$ cat src/sv/size_class_slab_allocator_unit_assert.svh
// Assertion macros shared by the slab allocator RTL.
`ifndef SIZE_CLASS_SLAB_ALLOCATOR_UNIT_ASSERT_SVH
`define SIZE_CLASS_SLAB_ALLOCATOR_UNIT_ASSERT_SVH
`ifndef SYNTH
`define SCSA_ASSERT_NOW(label, clk, rst_n, ante, cons) \
    label: assert property (@(posedge clk) disable iff (!rst_n) (ante) |-> (cons)) \
        else $error("slab allocator check failed");
`define SCSA_ASSERT_NEXT(label, clk, rst_n, ante, cons) \
    label: assert property (@(posedge clk) disable iff (!rst_n) (ante) |=> (cons)) \
        else $error("slab allocator check failed");
`else
`define SCSA_ASSERT_NOW(label, clk, rst_n, ante, cons)
`define SCSA_ASSERT_NEXT(label, clk, rst_n, ante, cons)
`endif
`endif

$ cat src/sv/scsa_pkg.sv
// Package with the field widths, codes and shared types of the slab allocator.
`default_nettype none
package scsa_pkg;
    localparam int MIN_BLOCK_W = 17;
    localparam int CLASS_COUNT_W = 4;
    localparam int SEG_BYTES_W = 23;
    localparam int HDR_BYTES_W = 9;
    localparam int SIZE_W = 24;
    localparam int FCLASS_W = 3;
    localparam int FBLOCK_W = 12;
    localparam int STATUS_W = 2;
    localparam int CFG_IDX_W = 8;
    localparam int CFG_DATA_W = 32;

    localparam logic [MIN_BLOCK_W-1:0] MIN_BLOCK_RST = 17'd64;
    localparam logic [CLASS_COUNT_W-1:0] CLASS_COUNT_RST = 4'd8;
    localparam logic [SEG_BYTES_W-1:0] SEG_BYTES_RST = 23'(1024 * 1024 * 2);
    localparam logic [HDR_BYTES_W-1:0] HDR_BYTES_RST = 9'd64;

    localparam logic [CFG_IDX_W-1:0] REG_MIN_BLOCK = 8'd0;
    localparam logic [CFG_IDX_W-1:0] REG_CLASS_COUNT = 8'd1;
    localparam logic [CFG_IDX_W-1:0] REG_SEG_BYTES = 8'd2;
    localparam logic [CFG_IDX_W-1:0] REG_HDR_BYTES = 8'd3;

    localparam logic FN_ALLOC = 1'b0;
    localparam logic FN_FREE = 1'b1;

    localparam logic [STATUS_W-1:0] ST_OK = 2'd0;
    localparam logic [STATUS_W-1:0] ST_TOO_BIG = 2'd1;
    localparam logic [STATUS_W-1:0] ST_NO_MEM = 2'd2;

    typedef struct packed {
        logic busy;
        logic done;
    } t_div_stat;
endpackage
`default_nettype wire

$ cat src/sv/scsa_div.sv
// Restoring divider that produces one quotient bit per cycle.
`default_nettype none
`include "size_class_slab_allocator_unit_assert.svh"
module scsa_div import scsa_pkg::*; #(
    parameter int NUM_W = 23,
    parameter int DEN_W = 25
) (
    input  wire logic             i_clk,
    input  wire logic             i_rst_n,
    input  wire logic             i_start,
    input  wire logic [NUM_W-1:0] i_num,
    input  wire logic [DEN_W-1:0] i_den,
    output t_div_stat             o_stat,
    output logic      [NUM_W-1:0] o_quo
);
    localparam int CNT_W = $clog2(NUM_W + 1);

    logic [DEN_W:0] r_rem;
    logic [NUM_W-1:0] r_quo;
    logic [DEN_W-1:0] r_den;
    logic [CNT_W-1:0] r_cnt;
    logic r_busy;
    logic r_done;
    logic [DEN_W:0] shifted;
    logic fits;

    assign shifted = {r_rem[DEN_W-1:0], r_quo[NUM_W-1]};
    assign fits = shifted >= {1'b0, r_den};

    always_ff @(posedge i_clk) begin
        if (!i_rst_n) begin
            r_busy <= 1'b0;
            r_done <= 1'b0;
            r_cnt <= '0;
        end else begin
            r_done <= 1'b0;
            if (i_start) begin
                r_busy <= 1'b1;
                r_cnt <= CNT_W'(NUM_W);
                r_rem <= '0;
                r_quo <= i_num;
                r_den <= i_den;
            end else if (r_busy) begin
                r_rem <= fits ? shifted - {1'b0, r_den} : shifted;
                r_quo <= {r_quo[NUM_W-2:0], fits};
                r_cnt <= r_cnt - 1'b1;
                if (r_cnt == CNT_W'(1)) begin
                    r_busy <= 1'b0;
                    r_done <= 1'b1;
                end
            end
        end
    end

    assign o_stat.busy = r_busy;
    assign o_stat.done = r_done;
    assign o_quo = r_quo;

    `SCSA_ASSERT_NEXT(a_done_ends_busy, i_clk, i_rst_n, r_done, !r_busy || $past(i_start))
    `SCSA_ASSERT_NOW(a_busy_has_count, i_clk, i_rst_n, r_busy, r_cnt != '0)
    `SCSA_ASSERT_NEXT(a_last_bit_done, i_clk, i_rst_n,
        r_busy && !i_start && r_cnt == CNT_W'(1), r_done)
endmodule
`default_nettype wire

$ cat config.mk
export PLATFORM = sky130hd
export DESIGN_NAME = scsa_div
export DESIGN_NICKNAME = d
export VERILOG_FILES = /design/src/sv/scsa_pkg.sv /design/src/sv/scsa_div.sv
export VERILOG_INCLUDE_DIRS = /design/src /design/src/sv
export SDC_FILE = /design/constraint.sdc
export NUM_CORES = 1
export LEC_CHECK = 0
export ABC_AREA = 1
export ABC_CLOCK_PERIOD_IN_PS = 3500
export BUFFER_PORTS_ARGS = -buffer_cell sky130_fd_sc_hd__buf_4
export CAP_MARGIN = 10
export CORE_MARGIN = 2
export CORE_UTILIZATION = 38
export CTS_CLUSTER_DIAMETER = 60
export DETAILED_ROUTE_END_ITERATION = 16
export GPL_TIMING_DRIVEN = 0
export HOLD_SLACK_MARGIN = 0.1
export PLACE_DENSITY = 0.55
export SETUP_SLACK_MARGIN = 0.4
export SLEW_MARGIN = 0
export SYNTH_ARGS = -nofsm -noshare
export SYNTH_HDL_FRONTEND = slang
export SYNTH_SLANG_ARGS = --single-unit
$ cat constraint.sdc
create_clock -name i_clk -period 3.5 [get_ports i_clk]
set_clock_uncertainty 0.05 [all_clocks]
set_input_delay 0.525 -clock i_clk [delete_from_list [all_inputs] [get_ports i_clk]]
set_output_delay 0.525 -clock i_clk [all_outputs]
set_load 0.02 [all_outputs]
Word-level counts from Yosys, hierarchy flattened:

Index checks and enable logic that the tools add are counted.

* bits in registers: 80
* input bits: 51
* output and inout port bits: 25
* word-level logic and storage cells: 28

* add/subtract/negate cells: 2
* $lt $le $gt $ge: 1
* equal/unequal tests: 1
* muxes and demuxes: 10
* bitwise logic cells: 2
* reductions and logical operators: 5

Operator list (count)
* 25-bit two-way mux: 2
* 23-bit two-way mux: 2
* 26-bit by 25-bit >= comparator with 1-bit output: 1
* 25-bit subtractor: 1
* 5-bit two-way mux: 2
* 5-bit by 1-bit equality test with 1-bit output (second input constant): 1
* 5-bit by 1-bit subtractor with 5-bit output (second input constant): 1
* 1-bit two-way mux: 4
* 2-bit AND reduction: 2
* 3-bit OR reduction: 1
* 1-bit NOT: 2
* 2-bit nonzero test: 1
* 2-bit OR reduction: 1

Longest topological paths before layout:

Gate-level depths: netlist (run 1).

* depth after elaboration: 4
* gate-level depth with buffers: 14
* gate-level depth less buffers: 14

Worst setup path after synthesis (run 1):

OpenSTA, ideal clock, no wires.

* path type: input -> register
* from: input i_rst_n
* to: register r_busy
* library setup time: 0.069 ns
* arrival time: 3.045 ns
* slack: 0.336 ns
* stages on the path: 4
* cells stage by stage: inv_1 nor2_1 o21ai_0 inv_1

RTL lines
* from (decl): RTL line scsa_div.sv:9 `input wire logic i_rst_n,`
* to (signal assigned): RTL line scsa_div.sv:32 `r_busy <= 1'b0;`
* to (signal assigned): RTL line scsa_div.sv:38 `r_busy <= 1'b1;`
* to (signal assigned): RTL line scsa_div.sv:48 `r_busy <= 1'b0;`
* to (decl): RTL line scsa_div.sv:22 `logic r_busy;`

Worst setup path in the final report (run 1):

* from: register r_quo[22] (netlist: o_quo[22])
* to: register r_rem[16], data pin

* word-level cells in the longest chain between the ends: 3

RTL lines
* from (decl): RTL line scsa_div.sv:19 `logic [NUM_W-1:0] r_quo;`
* from (signal assigned): RTL line scsa_div.sv:41 `r_quo <= i_num;`
* from (signal assigned): RTL line scsa_div.sv:45 `r_quo <= {r_quo[NUM_W-2:0], fits};`
* 25-bit subtractor / 26-bit by 25-bit >= comparator with 1-bit output (equally long branches): RTL line scsa_div.sv:44, scsa_div.sv:28
* 25-bit two-way mux *: RTL line scsa_div.sv:44 `r_rem <= fits ? shifted - {1'b0, r_den} : shifted;`
* 25-bit two-way mux *: RTL line scsa_div.sv:43 `end else if (r_busy) begin`
* to (signal assigned): RTL line scsa_div.sv:44
* to (decl): RTL line scsa_div.sv:18 `logic [DEN_W:0] r_rem;`

Every way passes the cells marked *; elsewhere a longest branch is shown, timed or not. The select of a mux whose other input is x is not followed.
A chain may end at the register's enable or synchronous reset.

==> metrics.cfg, run 1 <==
[run_status]
outcome=complete, no violations

[critical_path]
cpMaxStageDelayCell=fa_1
crit_top_cell=inv_1
startpoint_type=flip-flop
rr_startpoint=o_quo[22]
rrSetupSlack_ps=1040
reg2regPathDepth=11
worstReg2RegEnd=r_rem[16]
end_kind=flip-flop
crit_arrival_ps=2510
worst-path-max-fanout=10
critical_path.max_stage_delay_ps=460
crit_chain=inv_1, ha_1, inv_1, fa_1, nand3_1, nand3b_2, nand3_4, buf_2, nand3b_1, nand2_1, nor2_1
crit_required_ps=3550
path_class=flip-flop to flip-flop

[floorplan]
dieArea_mm2=0.0152
fp.dieH_um=123
core_mm2=0.0139
start_util=0.389
rows=43
pin_count=76
die_x_um=123

[synthesis]
syn_inst=722
syn_area_mm2=0.00541
synth_fp_nets=801
yosys-top-cells-area=edfxtp_1, nand2_1, inv_1
yosys.area.top_type=edfxtp_1
synth_flop_cell=edfxtp_1
synthTopCellsByCount=nand2_1, inv_1, edfxtp_1
ys_seq_area_frac=0.431
yosysWarnings=0
synth.distinct_cells=35
synth_top_cell_area_share=0.406
synth.most_common_cell=nand2_1
post_synth.cell_area_avg_um2=7.49
synth_seq_cells=80
synth-edff-count=73
async_reset_ff_frac=0

[grt]
grt-ovfl-total=0
grt_max_degree=32
antenna_found_initial=0
grt_usage=0.191
grt_pass1_vias=4594
grt_pass1_wl_mm=22.1

[timing]
setup_viol=0
relSlewSlack=0.273
final_hold_viol_count=0
max_slew.worst_pin.slew_ps=1090
period_share=0.702
rsz0062_at_grt=no
setup_tns_ps=0
drv_slew=0
post-route-min-period_ps=2460
fmax_ghz=0.407

[min_path]
hold_depth=1
hp-start=i_den[11]
min_to=r_den[11]
hp-class=primary input to flip-flop

[clock_tree]
cts_buffers=9
cts.sinks=80
cts_tree=yes
cts_max_path_buffers=2
htreeDepth=3
post_cts_buffers=0
cts.repair.resized=0
clk_pin_slew_worst_paths_ps=60
cts_hold_buf=0
clock_latency_ps=350
cts-root-buf=clkbuf_16

[power]
power_density_mw_per_mm2=473
peakVddDrop_v=0.000216
cellLeakagePower_nw=3.35

[placement]
portBuffers=75
hpwlAfterDp_mm=10.5
place_congestion=0.883

[flow_run]
drv_cap=0

[layout]
fill_cells=1423
regArea_mm2=0.00233
fin_nets=888
utilization=0.471
drive_gt1_frac=0.168
multi_input_area_mm2=0.00250
antenna_cells=0
area_delta_synth_final_pct=20.9

[drt]
drt_iter0_drc=264
vias_per_cell=4.73
drc=0
vias=4703
drtPass1Iterations=5
drt-total-wl_mm=13.6
postRouteAntennaNets=0
wl_per_cell_um=13.7

-- registers in the layout, summed over array words and instances (netlist names) --
register  count
r_rem        25
r_den        25
r_busy        1
o_quo        23
r_cnt         5
r_done        1
-- logic make-up (layout without fill, tap and decap cells) --
| family | after synthesis | after routing | synth area share |
|---|---|---|---|
| flops | 80 | 80 | 0.431 |
| simple gates | 434 | 434 | 0.354 |
| fa+ha+maj | 28 | 28 | 0.0662 |
| compound gates | 22 | 22 | 0.0225 |
| buf+inv | 146 | 238 | 0.107 |
| xor+xnor | 12 | 12 | 0.0194 |
-- placed cells by master (no fill, tap or decap), types with 3 or more instances in the layout --
| cell | n |
|---|---|
| a21oi_1 | 16 |
| buf_2 | 6 |
| buf_4 | 78 |
| clkbuf_1 | 5 |
| clkbuf_16 | 9 |
| dfxtp_1 | 7 |
| edfxtp_1 | 73 |
| ha_1 | 27 |
| inv_1 | 126 |
| inv_2 | 4 |
| nand2_1 | 275 |
| nand2_2 | 8 |
| nand3_1 | 27 |
| nand3b_1 | 22 |
| nand4_1 | 10 |
| nor2_1 | 64 |
| nor2_2 | 14 |
| nor2_4 | 3 |
| nor4_1 | 3 |
| xor2_1 | 11 |
-- per-layer routing --
metal,track usage,part of all wire
met2,0.310,0.45
met4,0.0710,0.016
met3,0.0401,0.058
met1,0.250,0.47
met5,0,0
-- cell type report --
| cell class | instances | share of cell area |
|---|---|---|
| repair buffers | 76 | 0.0892 |
| clock buffers | 11 | 0.0356 |
| inverters | 131 | 0.0756 |
| well taps | 180 | 0.0345 |
| multi-input cells | 496 | 0.383 |
| flip-flops and latches | 80 | 0.357 |
| clock inverters | 5 | 0.0124 |
| plain buffers | 15 | 0.0126 |
-- through the flow --
stage                     worst slack [ps]  hold slack [ps]  instance area [um2]  total power [mW]  std cells
final                                 1040              300                 6540              3.09        994
after global routing                   858              289                 6540              3.27        994
after CTS                              996              290                 6540              3.11        994
after detailed placement              1020              427                 6220              2.08        978
after global placement                 238              416                 6200              2.07        977
after floorplan                       1140              403                 5410              1.82        722
-- power by group --
group	switching (mW)	internal (mW)
logic	0.556	0.325
registers	0.0389	1.15
clock network	0.400	0.626
total	0.994	2.10
-- critical path: cells and delay by family (launching register included) --
kind / cells / cell delay [ps]
AND/OR/NAND/NOR: 6 / 700
buffers and inverters: 3 / 470
adder cells (fa/ha/maj): 2 / 600
flip-flops: 1 / 400
-- worst max-delay path by stage --
stage | startpoint | end | slack (ps) | depth (start not counted)
floorplan | i_rst_n | o_quo[0] | 1140 | 2
global placement | i_rst_n | r_busy | 240 | 5
detailed placement | o_quo[22] | r_rem[16] | 1020 | 12
CTS | o_quo[22] | r_rem[16] | 1000 | 12
global route | o_quo[22] | r_rem[16] | 860 | 12
finish | o_quo[22] | r_rem[16] | 1040 | 11
No activity file was read; power rests on OpenSTA's default activity.
==> inputs of run 2 (changes only) <==
ABC_CLOCK_PERIOD_IN_PS = 2450   (was 3500)
clock period = 2.45 ns   (was 3.5 ns; I/O delays follow)
==> metrics.cfg, run 2 (synthesized netlist as in run 1, its figures left out) <==
[floorplan]
dieArea_mm2=0.0152
start_util=0.389
die_x_um=123
pin_count=76
fp.dieH_um=123
core_mm2=0.0139
rows=43

[clock_tree]
cts_buffers=9
clock_latency_ps=350
cts_hold_buf=0
htreeDepth=3
cts_max_path_buffers=2
clk_pin_slew_worst_paths_ps=70
cts.sinks=80
cts_tree=yes
cts-root-buf=clkbuf_16

[timing]
fin_hold_ws_ps=135
max_slew.worst_pin.slew_ps=634
fmax_ghz=0.451
setup_tns_ps=0
relSlewSlack=0.577
drv_slew=0
setup_viol=0
final_hold_viol_count=0
post-route-min-period_ps=2220
period_share=0.905
rsz0062_at_grt=yes

[critical_path]
crit_chain=ha_4, nand2_4, nor2_4, inv_2, nor3_4, nand3_4, nand2_8, inv_12, clkbuf_16, nor2_2, nor2_1
reg2regPathDepth=11
worst-path-max-fanout=6
startpoint_type=flip-flop
rrSetupSlack_ps=230
critical_path.max_stage_delay_ps=450
path_buf_inv=3
crit_family=simple AND/OR/NAND/NOR gates
crit_path_start=r_rem[13]
path_class=flip-flop to flip-flop
rr_startpoint=r_rem[13]
crit_arrival_ps=2280
cpMaxStageDelayCell=edfxtp_1
crit_cells=11
crit_required_ps=2510
cp-endpoint=r_rem[15]
end_kind=flip-flop
worstReg2RegEnd=r_rem[15]

[drt]
wl_per_cell_um=14.5
vias=5022
drc=0
drt_iter0_drc=248
drtPass1Iterations=5
drt-total-wl_mm=15.2
postRouteAntennaNets=0
vias_per_cell=4.81

[power]
total_power_mw=4.84
cellLeakagePower_nw=3.69
peakVddDrop_v=0.000368
power_density_mw_per_mm2=632

[layout]
fin_nets=939
area_delta_synth_final_pct=41.8
final_cell_mix=nand2_1, buf_4, inv_1, edfxtp_1, nor2_1
post-route-cell-area_mm2=0.00766
drive_gt1_frac=0.338
fill_cells=1290
antenna_cells=0
final_common_cell=nand2_1

[placement]
place_congestion=1.03
hpwlAfterDp_mm=10.6
portBuffers=75
dpl_cell_area_mm2=0.00625

[grt]
grt_usage=0.208
grt_pass1_vias=5021
grt_pass1_wl_mm=24.2
grt_max_degree=32
antenna_found_initial=0
grt-ovfl-total=0

[min_path]
hp-class=primary input to flip-flop

[flow_run]
drv_cap=0

[run_status]
outcome=complete, no violations

[run 2: timing repair]
| item | in CTS | in global routing |
|---|---|---|
| endpoints found under the setup margin | 26 | 27 |
| buffers inserted | 39 | 10 |
| cloned | 0 | 2 |
| resized for setup | 104 | 49 |
| pin swaps | 36 | 17 |
[run 2: worst reg2reg max path, stage by stage, from the launching register on]
cell	delay, ps
edfxtp_1	450
ha_4	320
nand2_4	70
nor2_4	150
inv_2	60
nor3_4	160
nand3_4	150
nand2_8	180
inv_12	70
clkbuf_16	170
nor2_2	100
nor2_1	50
[run 2: power breakdown]
| part | switching [mW] | total (mW) | internal [mW] |
|---|---|---|---|
| Clock | 0.620 | 1.32 | 0.705 |
| Combinational | 1.00 | 1.81 | 0.803 |
| Sequential | 0.0758 | 1.71 | 1.64 |
| Total | 1.70 | 4.84 | 3.15 |
[run 2: metal layers]
| layer | GRT usage | part of all wire |
|---|---|---|
| met5 | 0 | 0 |
| met3 | 0.0475 | 0.057 |
| met2 | 0.350 | 0.47 |
| met4 | 0.0724 | 0.024 |
| met1 | 0.263 | 0.45 |
[run 2: worst min-delay path by stage]
stage | from | end | slack (ps) | depth (start not counted)
3_5_place_dp | r_cnt[4] | r_cnt[4] | 430 | 2
3_3_place_gp | r_cnt[4] | r_cnt[4] | 410 | 2
6_report | i_den[15] | r_den[15] | 130 | 1
5_1_grt | i_den[15] | r_den[15] | 120 | 1
2_1_floorplan | r_cnt[4] | r_cnt[4] | 400 | 2
4_1_cts | i_den[14] | r_den[14] | 130 | 1
[run 2: layout make-up]
cell class	count	area, um2	area share
Clock inverter	7	58.8	0.00767
Buffer	15	121	0.0158
Timing Repair Buffer	127	1040	0.136
Inverter	131	513	0.0669
Tap cell	180	225	0.0294
Clock buffer	9	225	0.0294
Sequential cell	80	2330	0.304
Multi-Input combinational cell	496	3150	0.411
[run 2: through the flow]
step           instances  worst slack (ps)  utilization
2_1_floorplan        722               337            -
3_3_place_gp         977               105        0.449
3_5_place_dp         978              79.6        0.451
4_1_cts             1033               277        0.532
5_1_grt             1045               137        0.552
6_report            1045               232        0.552
